**src/rtl/core/sti_pkg.sv**
```systemverilog
`timescale 1ns / 1ps
`default_nettype none
// ----------------------------------------------------------------------------
// sti_pkg: shared types and constants of the sorted table
// holds table sizing, transaction payloads, codes and the memory request
// ----------------------------------------------------------------------------
package sti_pkg;

    localparam int CAPACITY    = 64;
    localparam int VALUE_WIDTH = 32;
    localparam int IDX_W       = $clog2(CAPACITY);
    localparam int CNT_W       = $clog2(CAPACITY + 1);

    typedef enum logic
    {
        OP_INSERT = 1'b0,
        OP_REMOVE = 1'b1
    } op_t;

    typedef enum logic [1:0]
    {
        STAT_INSERTED  = 2'd0,
        STAT_REMOVED   = 2'd1,
        STAT_NOT_FOUND = 2'd2,
        STAT_FULL      = 2'd3
    } status_t;

    typedef enum logic [2:0]
    {
        SEQ_IDLE,
        SEQ_INS,
        SEQ_INS_LAST,
        SEQ_REM,
        SEQ_FIN
    } seq_state_t;

    typedef struct packed
    {
        logic        opcode;
        logic [31:0] value;
    } cmd_t;

    typedef struct packed
    {
        logic [1:0]  status;
        logic [6:0]  entry_count;
        logic [31:0] smallest_value;
    } rsp_t;

    typedef struct packed
    {
        logic                   we;
        logic [IDX_W-1:0]       waddr;
        logic [VALUE_WIDTH-1:0] wdata;
        logic                   re;
        logic [IDX_W-1:0]       raddr;
    } ram_req_t;

endpackage : sti_pkg
`default_nettype wire

```
**src/rtl/core/sorted_table_insert_remove.sv**
```systemverilog
`timescale 1ns / 1ps
`default_nettype none
// ----------------------------------------------------------------------------
// sorted_table_insert_remove: ascending multiset with insert and remove
// a result reaches the output register from the finish state, after the
//   one-entry-per-cycle memory walk; it waits there while the output stalls
// a new command is taken only back in idle, after the last result has been
//   handed on; an insert that lands at the bottom entry takes one extra step
// reset: table empty at once, no clearing pass; memory contents undefined
// ----------------------------------------------------------------------------
module sorted_table_insert_remove
import sti_pkg::*;
(
    input  wire logic clk,
    input  wire logic rst_n,
    input  wire logic cmd_valid,
    output      logic cmd_stall,
    input  wire cmd_t cmd,
    output      logic rsp_valid,
    input  wire logic rsp_stall,
    output      rsp_t rsp
);

    // memory request from the sequencer: one write and one read per cycle
    ram_req_t               ram_req;
    logic [VALUE_WIDTH-1:0] ram_rdata;

    // finished result handed to the output register
    logic res_valid;
    logic res_ready;
    rsp_t res;

    logic rsp_valid_reg, rsp_valid_next;
    rsp_t rsp_reg;

    // table storage, entries below the held count are live
    sti_ram
    #(
        .WIDTH (VALUE_WIDTH),
        .DEPTH (CAPACITY)
    )
    u_ram
    (
        .clk   (clk),
        .we    (ram_req.we),
        .waddr (ram_req.waddr),
        .wdata (ram_req.wdata),
        .re    (ram_req.re),
        .raddr (ram_req.raddr),
        .rdata (ram_rdata)
    );

    // insert walks down shifting entries up, remove walks up closing the gap;
    // the write and read addresses stay two apart so no forwarding is needed
    sti_seq u_seq
    (
        .clk       (clk),
        .rst_n     (rst_n),
        .cmd_valid (cmd_valid),
        .cmd_stall (cmd_stall),
        .cmd       (cmd),
        .ram_req   (ram_req),
        .ram_rdata (ram_rdata),
        .res_valid (res_valid),
        .res_ready (res_ready),
        .res       (res)
    );

    // output register: next command runs while the last result waits
    assign res_ready = !rsp_valid_reg || !rsp_stall;

    always_comb
    begin
        rsp_valid_next = rsp_valid_reg;
        if (res_ready)
        begin
            rsp_valid_next = res_valid;
        end
    end

    always_ff @(posedge clk or negedge rst_n)
    begin
        if (!rst_n)
        begin
            rsp_valid_reg <= 1'b0;
        end
        else
        begin
            rsp_valid_reg <= rsp_valid_next;
        end
    end

    always_ff @(posedge clk)
    begin
        if (res_ready && res_valid)
        begin
            rsp_reg <= res;
        end
    end

    assign rsp_valid = rsp_valid_reg;
    assign rsp       = rsp_reg;

endmodule : sorted_table_insert_remove
`default_nettype wire

```
**src/rtl/core/sti_ram.sv**
```systemverilog
`timescale 1ns / 1ps
`default_nettype none
// ----------------------------------------------------------------------------
// sti_ram: generic simple dual port ram
// one write port, one read port, read data registered
// ----------------------------------------------------------------------------
module sti_ram
#(
    parameter int WIDTH = 32,
    parameter int DEPTH = 64
)
(
    input  wire logic                     clk,
    input  wire logic                     we,
    input  wire logic [$clog2(DEPTH)-1:0] waddr,
    input  wire logic [WIDTH-1:0]         wdata,
    input  wire logic                     re,
    input  wire logic [$clog2(DEPTH)-1:0] raddr,
    output      logic [WIDTH-1:0]         rdata
);

    logic [WIDTH-1:0] mem [DEPTH];

    always_ff @(posedge clk)
    begin
        if (we)
        begin
            mem[waddr] <= wdata;
        end
        if (re)
        begin
            rdata <= mem[raddr];
        end
    end

endmodule : sti_ram
`default_nettype wire

```
**src/rtl/core/sti_seq.sv**
```systemverilog
`timescale 1ns / 1ps
`default_nettype none
// ----------------------------------------------------------------------------
// sti_seq: table sequencer
// walks the table memory one entry a cycle to insert or remove a value
// ----------------------------------------------------------------------------
module sti_seq
import sti_pkg::*;
(
    input  wire logic                   clk,
    input  wire logic                   rst_n,
    input  wire logic                   cmd_valid,
    output      logic                   cmd_stall,
    input  wire cmd_t                   cmd,
    output      ram_req_t               ram_req,
    input  wire logic [VALUE_WIDTH-1:0] ram_rdata,
    output      logic                   res_valid,
    input  wire logic                   res_ready,
    output      rsp_t                   res
);

    seq_state_t             state_reg, state_next;
    logic [CNT_W-1:0]       cnt_reg, cnt_next;
    logic [VALUE_WIDTH-1:0] head_reg, head_next;
    logic [IDX_W-1:0]       dx_reg, dx_next;
    logic                   found_reg, found_next;
    status_t                status_reg, status_next;
    logic [VALUE_WIDTH-1:0] val_reg, val_next;
    logic                   last_idx;

    always_ff @(posedge clk or negedge rst_n)
    begin
        if (!rst_n)
        begin
            state_reg  <= SEQ_IDLE;
            cnt_reg    <= '0;
            head_reg   <= '0;
            dx_reg     <= '0;
            found_reg  <= 1'b0;
            status_reg <= STAT_INSERTED;
        end
        else
        begin
            state_reg  <= state_next;
            cnt_reg    <= cnt_next;
            head_reg   <= head_next;
            dx_reg     <= dx_next;
            found_reg  <= found_next;
            status_reg <= status_next;
        end
    end

    always_ff @(posedge clk)
    begin
        val_reg <= val_next;
    end

    // data arriving now belongs to the top entry in use
    assign last_idx = (CNT_W'(dx_reg) == (cnt_reg - CNT_W'(1)));

    always_comb
    begin
        state_next  = state_reg;
        cnt_next    = cnt_reg;
        head_next   = head_reg;
        dx_next     = dx_reg;
        found_next  = found_reg;
        status_next = status_reg;
        val_next    = val_reg;
        ram_req     = '0;
        cmd_stall   = 1'b1;
        res_valid   = 1'b0;

        case (state_reg)
            SEQ_IDLE:
            begin
                cmd_stall = 1'b0;
                if (cmd_valid)
                begin
                    val_next = VALUE_WIDTH'(cmd.value);
                    if (cmd.opcode == OP_INSERT)
                    begin
                        if (cnt_reg == CNT_W'(CAPACITY))
                        begin
                            status_next = STAT_FULL;
                            state_next  = SEQ_FIN;
                        end
                        else if (cnt_reg == '0)
                        begin
                            ram_req.we    = 1'b1;
                            ram_req.waddr = '0;
                            ram_req.wdata = VALUE_WIDTH'(cmd.value);
                            head_next     = VALUE_WIDTH'(cmd.value);
                            cnt_next      = CNT_W'(1);
                            status_next   = STAT_INSERTED;
                            state_next    = SEQ_FIN;
                        end
                        else
                        begin
                            // walk down from the top entry
                            ram_req.re    = 1'b1;
                            ram_req.raddr = IDX_W'(cnt_reg - CNT_W'(1));
                            dx_next       = IDX_W'(cnt_reg - CNT_W'(1));
                            state_next    = SEQ_INS;
                        end
                    end
                    else
                    begin
                        if (cnt_reg == '0)
                        begin
                            status_next = STAT_NOT_FOUND;
                            state_next  = SEQ_FIN;
                        end
                        else
                        begin
                            // walk up from the bottom entry
                            ram_req.re    = 1'b1;
                            ram_req.raddr = '0;
                            dx_next       = '0;
                            found_next    = 1'b0;
                            state_next    = SEQ_REM;
                        end
                    end
                end
            end

            SEQ_INS:
            begin
                // write goes one above, read one below: never the same entry
                ram_req.we    = 1'b1;
                ram_req.waddr = IDX_W'(dx_reg + IDX_W'(1));
                if (ram_rdata >= val_reg)
                begin
                    ram_req.wdata = ram_rdata;
                    if (dx_reg == '0)
                    begin
                        state_next = SEQ_INS_LAST;
                    end
                    else
                    begin
                        ram_req.re    = 1'b1;
                        ram_req.raddr = IDX_W'(dx_reg - IDX_W'(1));
                        dx_next       = IDX_W'(dx_reg - IDX_W'(1));
                    end
                end
                else
                begin
                    ram_req.wdata = val_reg;
                    cnt_next      = CNT_W'(cnt_reg + CNT_W'(1));
                    status_next   = STAT_INSERTED;
                    state_next    = SEQ_FIN;
                end
            end

            SEQ_INS_LAST:
            begin
                ram_req.we    = 1'b1;
                ram_req.waddr = '0;
                ram_req.wdata = val_reg;
                head_next     = val_reg;
                cnt_next      = CNT_W'(cnt_reg + CNT_W'(1));
                status_next   = STAT_INSERTED;
                state_next    = SEQ_FIN;
            end

            SEQ_REM:
            begin
                if (!last_idx)
                begin
                    ram_req.re    = 1'b1;
                    ram_req.raddr = IDX_W'(dx_reg + IDX_W'(1));
                    dx_next       = IDX_W'(dx_reg + IDX_W'(1));
                end
                if (found_reg)
                begin
                    // close the gap: move entry down by one
                    ram_req.we    = 1'b1;
                    ram_req.waddr = IDX_W'(dx_reg - IDX_W'(1));
                    ram_req.wdata = ram_rdata;
                    if (dx_reg == IDX_W'(1))
                    begin
                        head_next = ram_rdata;
                    end
                end
                else if (ram_rdata == val_reg)
                begin
                    found_next = 1'b1;
                end
                if (last_idx)
                begin
                    if (found_reg || (ram_rdata == val_reg))
                    begin
                        cnt_next    = CNT_W'(cnt_reg - CNT_W'(1));
                        status_next = STAT_REMOVED;
                    end
                    else
                    begin
                        status_next = STAT_NOT_FOUND;
                    end
                    state_next = SEQ_FIN;
                end
            end

            SEQ_FIN:
            begin
                res_valid = 1'b1;
                if (res_ready)
                begin
                    state_next = SEQ_IDLE;
                end
            end

            default:
            begin
                state_next = SEQ_IDLE;
            end
        endcase
    end

    always_comb
    begin
        res.status         = status_reg;
        res.entry_count    = 7'(cnt_reg);
        res.smallest_value = (cnt_reg == '0) ? 32'd0 : 32'(head_reg);
    end

endmodule : sti_seq
`default_nettype wire
```
**config.mk**
```make
export PLATFORM = sky130hd
export DESIGN_NAME = sorted_table_insert_remove
export DESIGN_NICKNAME = d
export VERILOG_FILES = /design/src/rtl/core/sti_pkg.sv /design/src/rtl/core/sorted_table_insert_remove.sv /design/src/rtl/core/sti_ram.sv /design/src/rtl/core/sti_seq.sv
export SDC_FILE = /design/constraint.sdc
export NUM_CORES = 2
export LEC_CHECK = 0
export BUFFER_PORTS_ARGS = -buffer_cell sky130_fd_sc_hd__clkbuf_2
export CAP_MARGIN = 15
export CORE_ASPECT_RATIO = 1.1
export CORE_UTILIZATION = 43
export CTS_BUF_LIST = sky130_fd_sc_hd__clkbuf_8
export DETAILED_ROUTE_END_ITERATION = 16
export PLACE_DENSITY = 0.62
export SLEW_MARGIN = 25
export SYNTH_ARGS = -nofsm -noshare
export SYNTH_HDL_FRONTEND = slang
export SYNTH_HIERARCHICAL = 1
export SYNTH_SLANG_ARGS = --single-unit
```
**constraint.sdc**
```tcl
create_clock -name clk -period 5.1 [get_ports clk]
set_input_delay 1.02 -clock clk [delete_from_list [all_inputs] [get_ports clk]]
set_output_delay 1.02 -clock clk [all_outputs]
set_load 0.05 [all_outputs]
```
==> flow_summary.json <==
{
  "finalWeightedCongestion": 0.923,
  "hold_buffers": 0,
  "global_route.overflow_total": 0,
  "synth_cell_type_count": 67,
  "synth-seq-area-share": 0.764,
  "setup_viol": 0,
  "timing.critical_path.cells": "ha_1 -> nand4_1 -> buf_4 -> nor3_1 -> a221oi_1 -> nand2_1 -> o211ai_1 -> buf_4 -> o221ai_1 -> o2bb2ai_4 -> buf_16 -> buf_4 -> mux4_2 -> o22ai_1 -> nor2_1",
  "layout.cells.non_filler": 7515,
  "crit_path_top_delay_cell": "sky130_fd_sc_hd__mux4_2",
  "max-cap-violations": 0,
  "synth_cells": 4072,
  "groute.usage.overall": 0.225,
  "final_core_utilization": 0.499,
  "max-vdd-ir-drop_v": 0.000380,
  "fin_hold_ws_ns": 0.0866,
  "routed-via-count": 44700,
  "power_per_cell_area_nw_per_um2": 549,
  "critPathLaunch": "u_ram/rdata[30]",
  "routed_wirelength_mm": 229,
  "power.switching_fraction": 0.329,
  "drt_first_iter_violations": 5497,
  "dp_hpwl_mm": 136,
  "htree_levels": 5,
  "number_of_antenna_violations_at_the_first_check_in_global_routing": 10,
  "cts_sinks": 2205,
  "outcome": "finished, final reports clean",
  "post_synth.cell_area_avg_um2": 21.2,
  "pwr-share-clk": 0.248,
  "cts.root.buffer_cell": "sky130_fd_sc_hd__clkbuf_8",
  "die_width_um": 429,
  "place_area_um2": 93200,
  "routed_via_density": 5.94,
  "worstMarginPinSlew_ns": 1.09,
  "synthMostInstantiatedCell": "sky130_fd_sc_hd__edfxtp_1",
  "yosysTopAreaCellShare": 0.749,
  "tritoncts": "built",
  "grt_setup_unrepaired": "false",
  "critPathCaptureType": "flip-flop",
  "drt.antenna.violating_nets": 0,
  "hold_viol_final": 0,
  "path_common_cell": "sky130_fd_sc_hd__buf_4",
  "drt_drc_violations_left": 0,
  "quantity_of_i_o_buffers_inserted_on_ports": 79,
  "final.setup.worst_slack_ns": 0.133,
  "synth.largest_area_cell": "sky130_fd_sc_hd__edfxtp_1",
  "final.setup.tns_ns": 0,
  "core.rowCount": 172,
  "critical_path_required_ns": 5.86,
  "wl_per_cell_um": 30.5,
  "top_level_ports": 80,
  "design.die.area_um2": 203000,
  "hold_class": "input port to async pin",
  "total_leakage_power_nw": 32.1,
  "die_height_um": 472,
  "internal_power_mw": 36.7,
  "cts-buffers-inserted": 350,
  "detailedRoute.firstPassIterationCount": 5,
  "final_area_um2": 99600,
  "yosysWarningCount": 6,
  "synth_ff_type": "sky130_fd_sc_hd__edfxtp_1",
  "placed_cells_incl_taps": 6906,
  "synthToLayoutAreaGrowth_pct": 15.4,
  "worst_setup_path_start_kind": "flip-flop",
  "first_global_vias": 44400,
  "timing.critical_path.fanout_max": 78,
  "pre_cts_slack_ns": -0.396,
  "setup.worst_path.class": "flip-flop to flip-flop",
  "largest_net_degree_at_the_start_of_global_routing": 79,
  "dominant_cells_by_area_after_synthesis": "sky130_fd_sc_hd__edfxtp_1 (75%), sky130_fd_sc_hd__mux4_2 (14%), sky130_fd_sc_hd__dfrtp_1 (1.5%)",
  "clock_path_buffers": 4,
  "critical_path.reg2reg.startpoint": "u_ram/rdata[30]",
  "post_synth_instance_area_um2": 86300,
  "core-area_um2": 199000,
  "critical_path_arrival_ns": 5.72,
  "synth-seq-cells": 2205,
  "maxSlewViolCount": 0,
  "finalPower_mw": 54.7,
  "clk_transition_reported_paths_ns": 0.06,
  "fin_worst_skew_ns": 0.0901,
  "synth_edf_count": 2153,
  "synth.net_count": 4147,
  "largest_reg_flops": 2048,
  "timing.fmax_ghz": 0.201,
  "synth.cells.most_frequent": "sky130_fd_sc_hd__edfxtp_1 (2153), sky130_fd_sc_hd__mux4_2 (544), sky130_fd_sc_hd__nor2_1 (191), sky130_fd_sc_hd__mux2i_1 (128), sky130_fd_sc_hd__a21oi_1 (120)",
  "pwr-share-seq": 0.431,
  "fin_nets": 4730,
  "global_route_wire_length_before_repair_mm": 325,
  "switching_power_mw": 18.0,
  "critPathMaxStageDelay_ns": 0.60,
  "starting_density_of_the_core": 0.433,
  "fillerInstances": 15900,
  "period_needed_ns": 4.97,
  "layout-drive-gt1-share": 0.317,
  "max-slew-margin-rel": 0.271,
  "worstSkewPairLatency_ns": 1.08,
  "finalCritPeriodShare": 0.974,
  "power.share.combinational": 0.321,
  "async_reset_ff_frac": 0.0236
}
routing by layer:
layer	vias to the layer above	share of wire	GRT usage
li1	18200	-	-
met3	333	0.089	0.0421
met2	2270	0.46	0.346
met1	23800	0.41	0.323
met5	-	0.000057	0
met4	2	0.034	0.0797
area by class of cell:
class	instances	area, µm²	share of cell area
Clock buffer	357	4910	0.0493
Inverter	51	191	0.00192
Sequential cell	2205	66000	0.662
Multi-Input combinational cell	1587	19800	0.199
Timing Repair Buffer	460	4310	0.0432
Antenna cell	4	10.0	0.000100
Tap cell	2610	3270	0.0328
Clock inverter	241	1200	0.0121
worst max-delay path: cells and delay by family, from the launching register on:
kind | cells | cell delay (ns)
flip-flops | 1 | 0.53
multiplexers | 1 | 0.60
AND/OR/NAND/NOR | 4 | 0.74
AO/OA/AOI/OAI | 5 | 1.12
buffers and inverters | 4 | 1.10
adder cells (fa/ha/maj) | 1 | 0.39
logic make-up (layout without fill, tap and decap cells):
logic type               count (synthesis)  in the layout  share of synthesized area
other                                    0              4                          0
XOR/XNOR                                19             19                    0.00209
adder cells (fa/ha/maj)                 38             38                    0.00551
multiplexers                           677            677                      0.157
flip-flops                            2205           2205                      0.764
buffers and inverters                  280           1109                     0.0149
AO/OA/AOI/OAI                          399            399                     0.0306
AND/OR/NAND/NOR                        454            454                     0.0252
power groups by stage:
stage | logic, mW | clock network [mW] | registers, mW
detailed placement | 17.2 | 0 | 23.9
floorplan | 9.46 | 0 | 24.2
CTS | 17.4 | 13.9 | 23.6
global placement | 17.1 | 0 | 23.9
global route | 18.5 | 14.6 | 23.6
finish | 17.5 | 13.6 | 23.6
cell usage in the layout (no fill, tap or decap), types with 6 or more instances in the layout:
cell type	instances
sky130_fd_sc_hd__nor2b_1	49
sky130_fd_sc_hd__nor2_4	62
sky130_fd_sc_hd__mux4_2	544
sky130_fd_sc_hd__o22a_1	6
sky130_fd_sc_hd__or3_1	6
sky130_fd_sc_hd__clkbuf_2	79
sky130_fd_sc_hd__xnor2_1	11
sky130_fd_sc_hd__clkbuf_8	357
sky130_fd_sc_hd__bufinv_16	8
sky130_fd_sc_hd__buf_16	7
sky130_fd_sc_hd__a22oi_1	15
sky130_fd_sc_hd__ha_1	38
sky130_fd_sc_hd__nor3_1	16
sky130_fd_sc_hd__edfxtp_1	2153
sky130_fd_sc_hd__a21oi_1	112
sky130_fd_sc_hd__buf_12	63
sky130_fd_sc_hd__dfrtp_1	51
sky130_fd_sc_hd__nand3_1	14
sky130_fd_sc_hd__clkinv_2	37
sky130_fd_sc_hd__nor2_1	129
sky130_fd_sc_hd__nand4_1	11
sky130_fd_sc_hd__a311oi_1	7
sky130_fd_sc_hd__xor2_1	7
sky130_fd_sc_hd__o21ai_0	45
sky130_fd_sc_hd__mux2i_1	128
sky130_fd_sc_hd__a31oi_1	11
sky130_fd_sc_hd__nand2_1	79
sky130_fd_sc_hd__o221ai_1	29
sky130_fd_sc_hd__and2_1	36
sky130_fd_sc_hd__a221o_2	32
sky130_fd_sc_hd__o22ai_1	88
sky130_fd_sc_hd__buf_4	300
sky130_fd_sc_hd__clkinv_1	71
sky130_fd_sc_hd__inv_1	166
sky130_fd_sc_hd__nand2b_1	14
final timing paths:
path | end | slack, ns | depth (start not counted)
worst max register to register | u_ram/rdata[19] | 0.13 | 15
worst max-delay path | u_ram/rdata[19] | 0.13 | 15
worst min register to register | rsp[40] | 0.47 | 0
max in group asynchronous | u_seq/state_reg[0] | 4.50 | 2
min in group clk | u_seq/val_reg[13] | 0.18 | 1
worst min-delay path | u_seq/head_reg[8] | 0.09 | 2
repair_timing:
action | in CTS | in global routing
setup endpoints to repair | 16 | 30
buffers inserted | 0 | 2
resized for setup | 19 | 11
pin swaps | 0 | 1
gates cloned | 1 | 4
No activity file was read; power rests on OpenSTA's default activity.
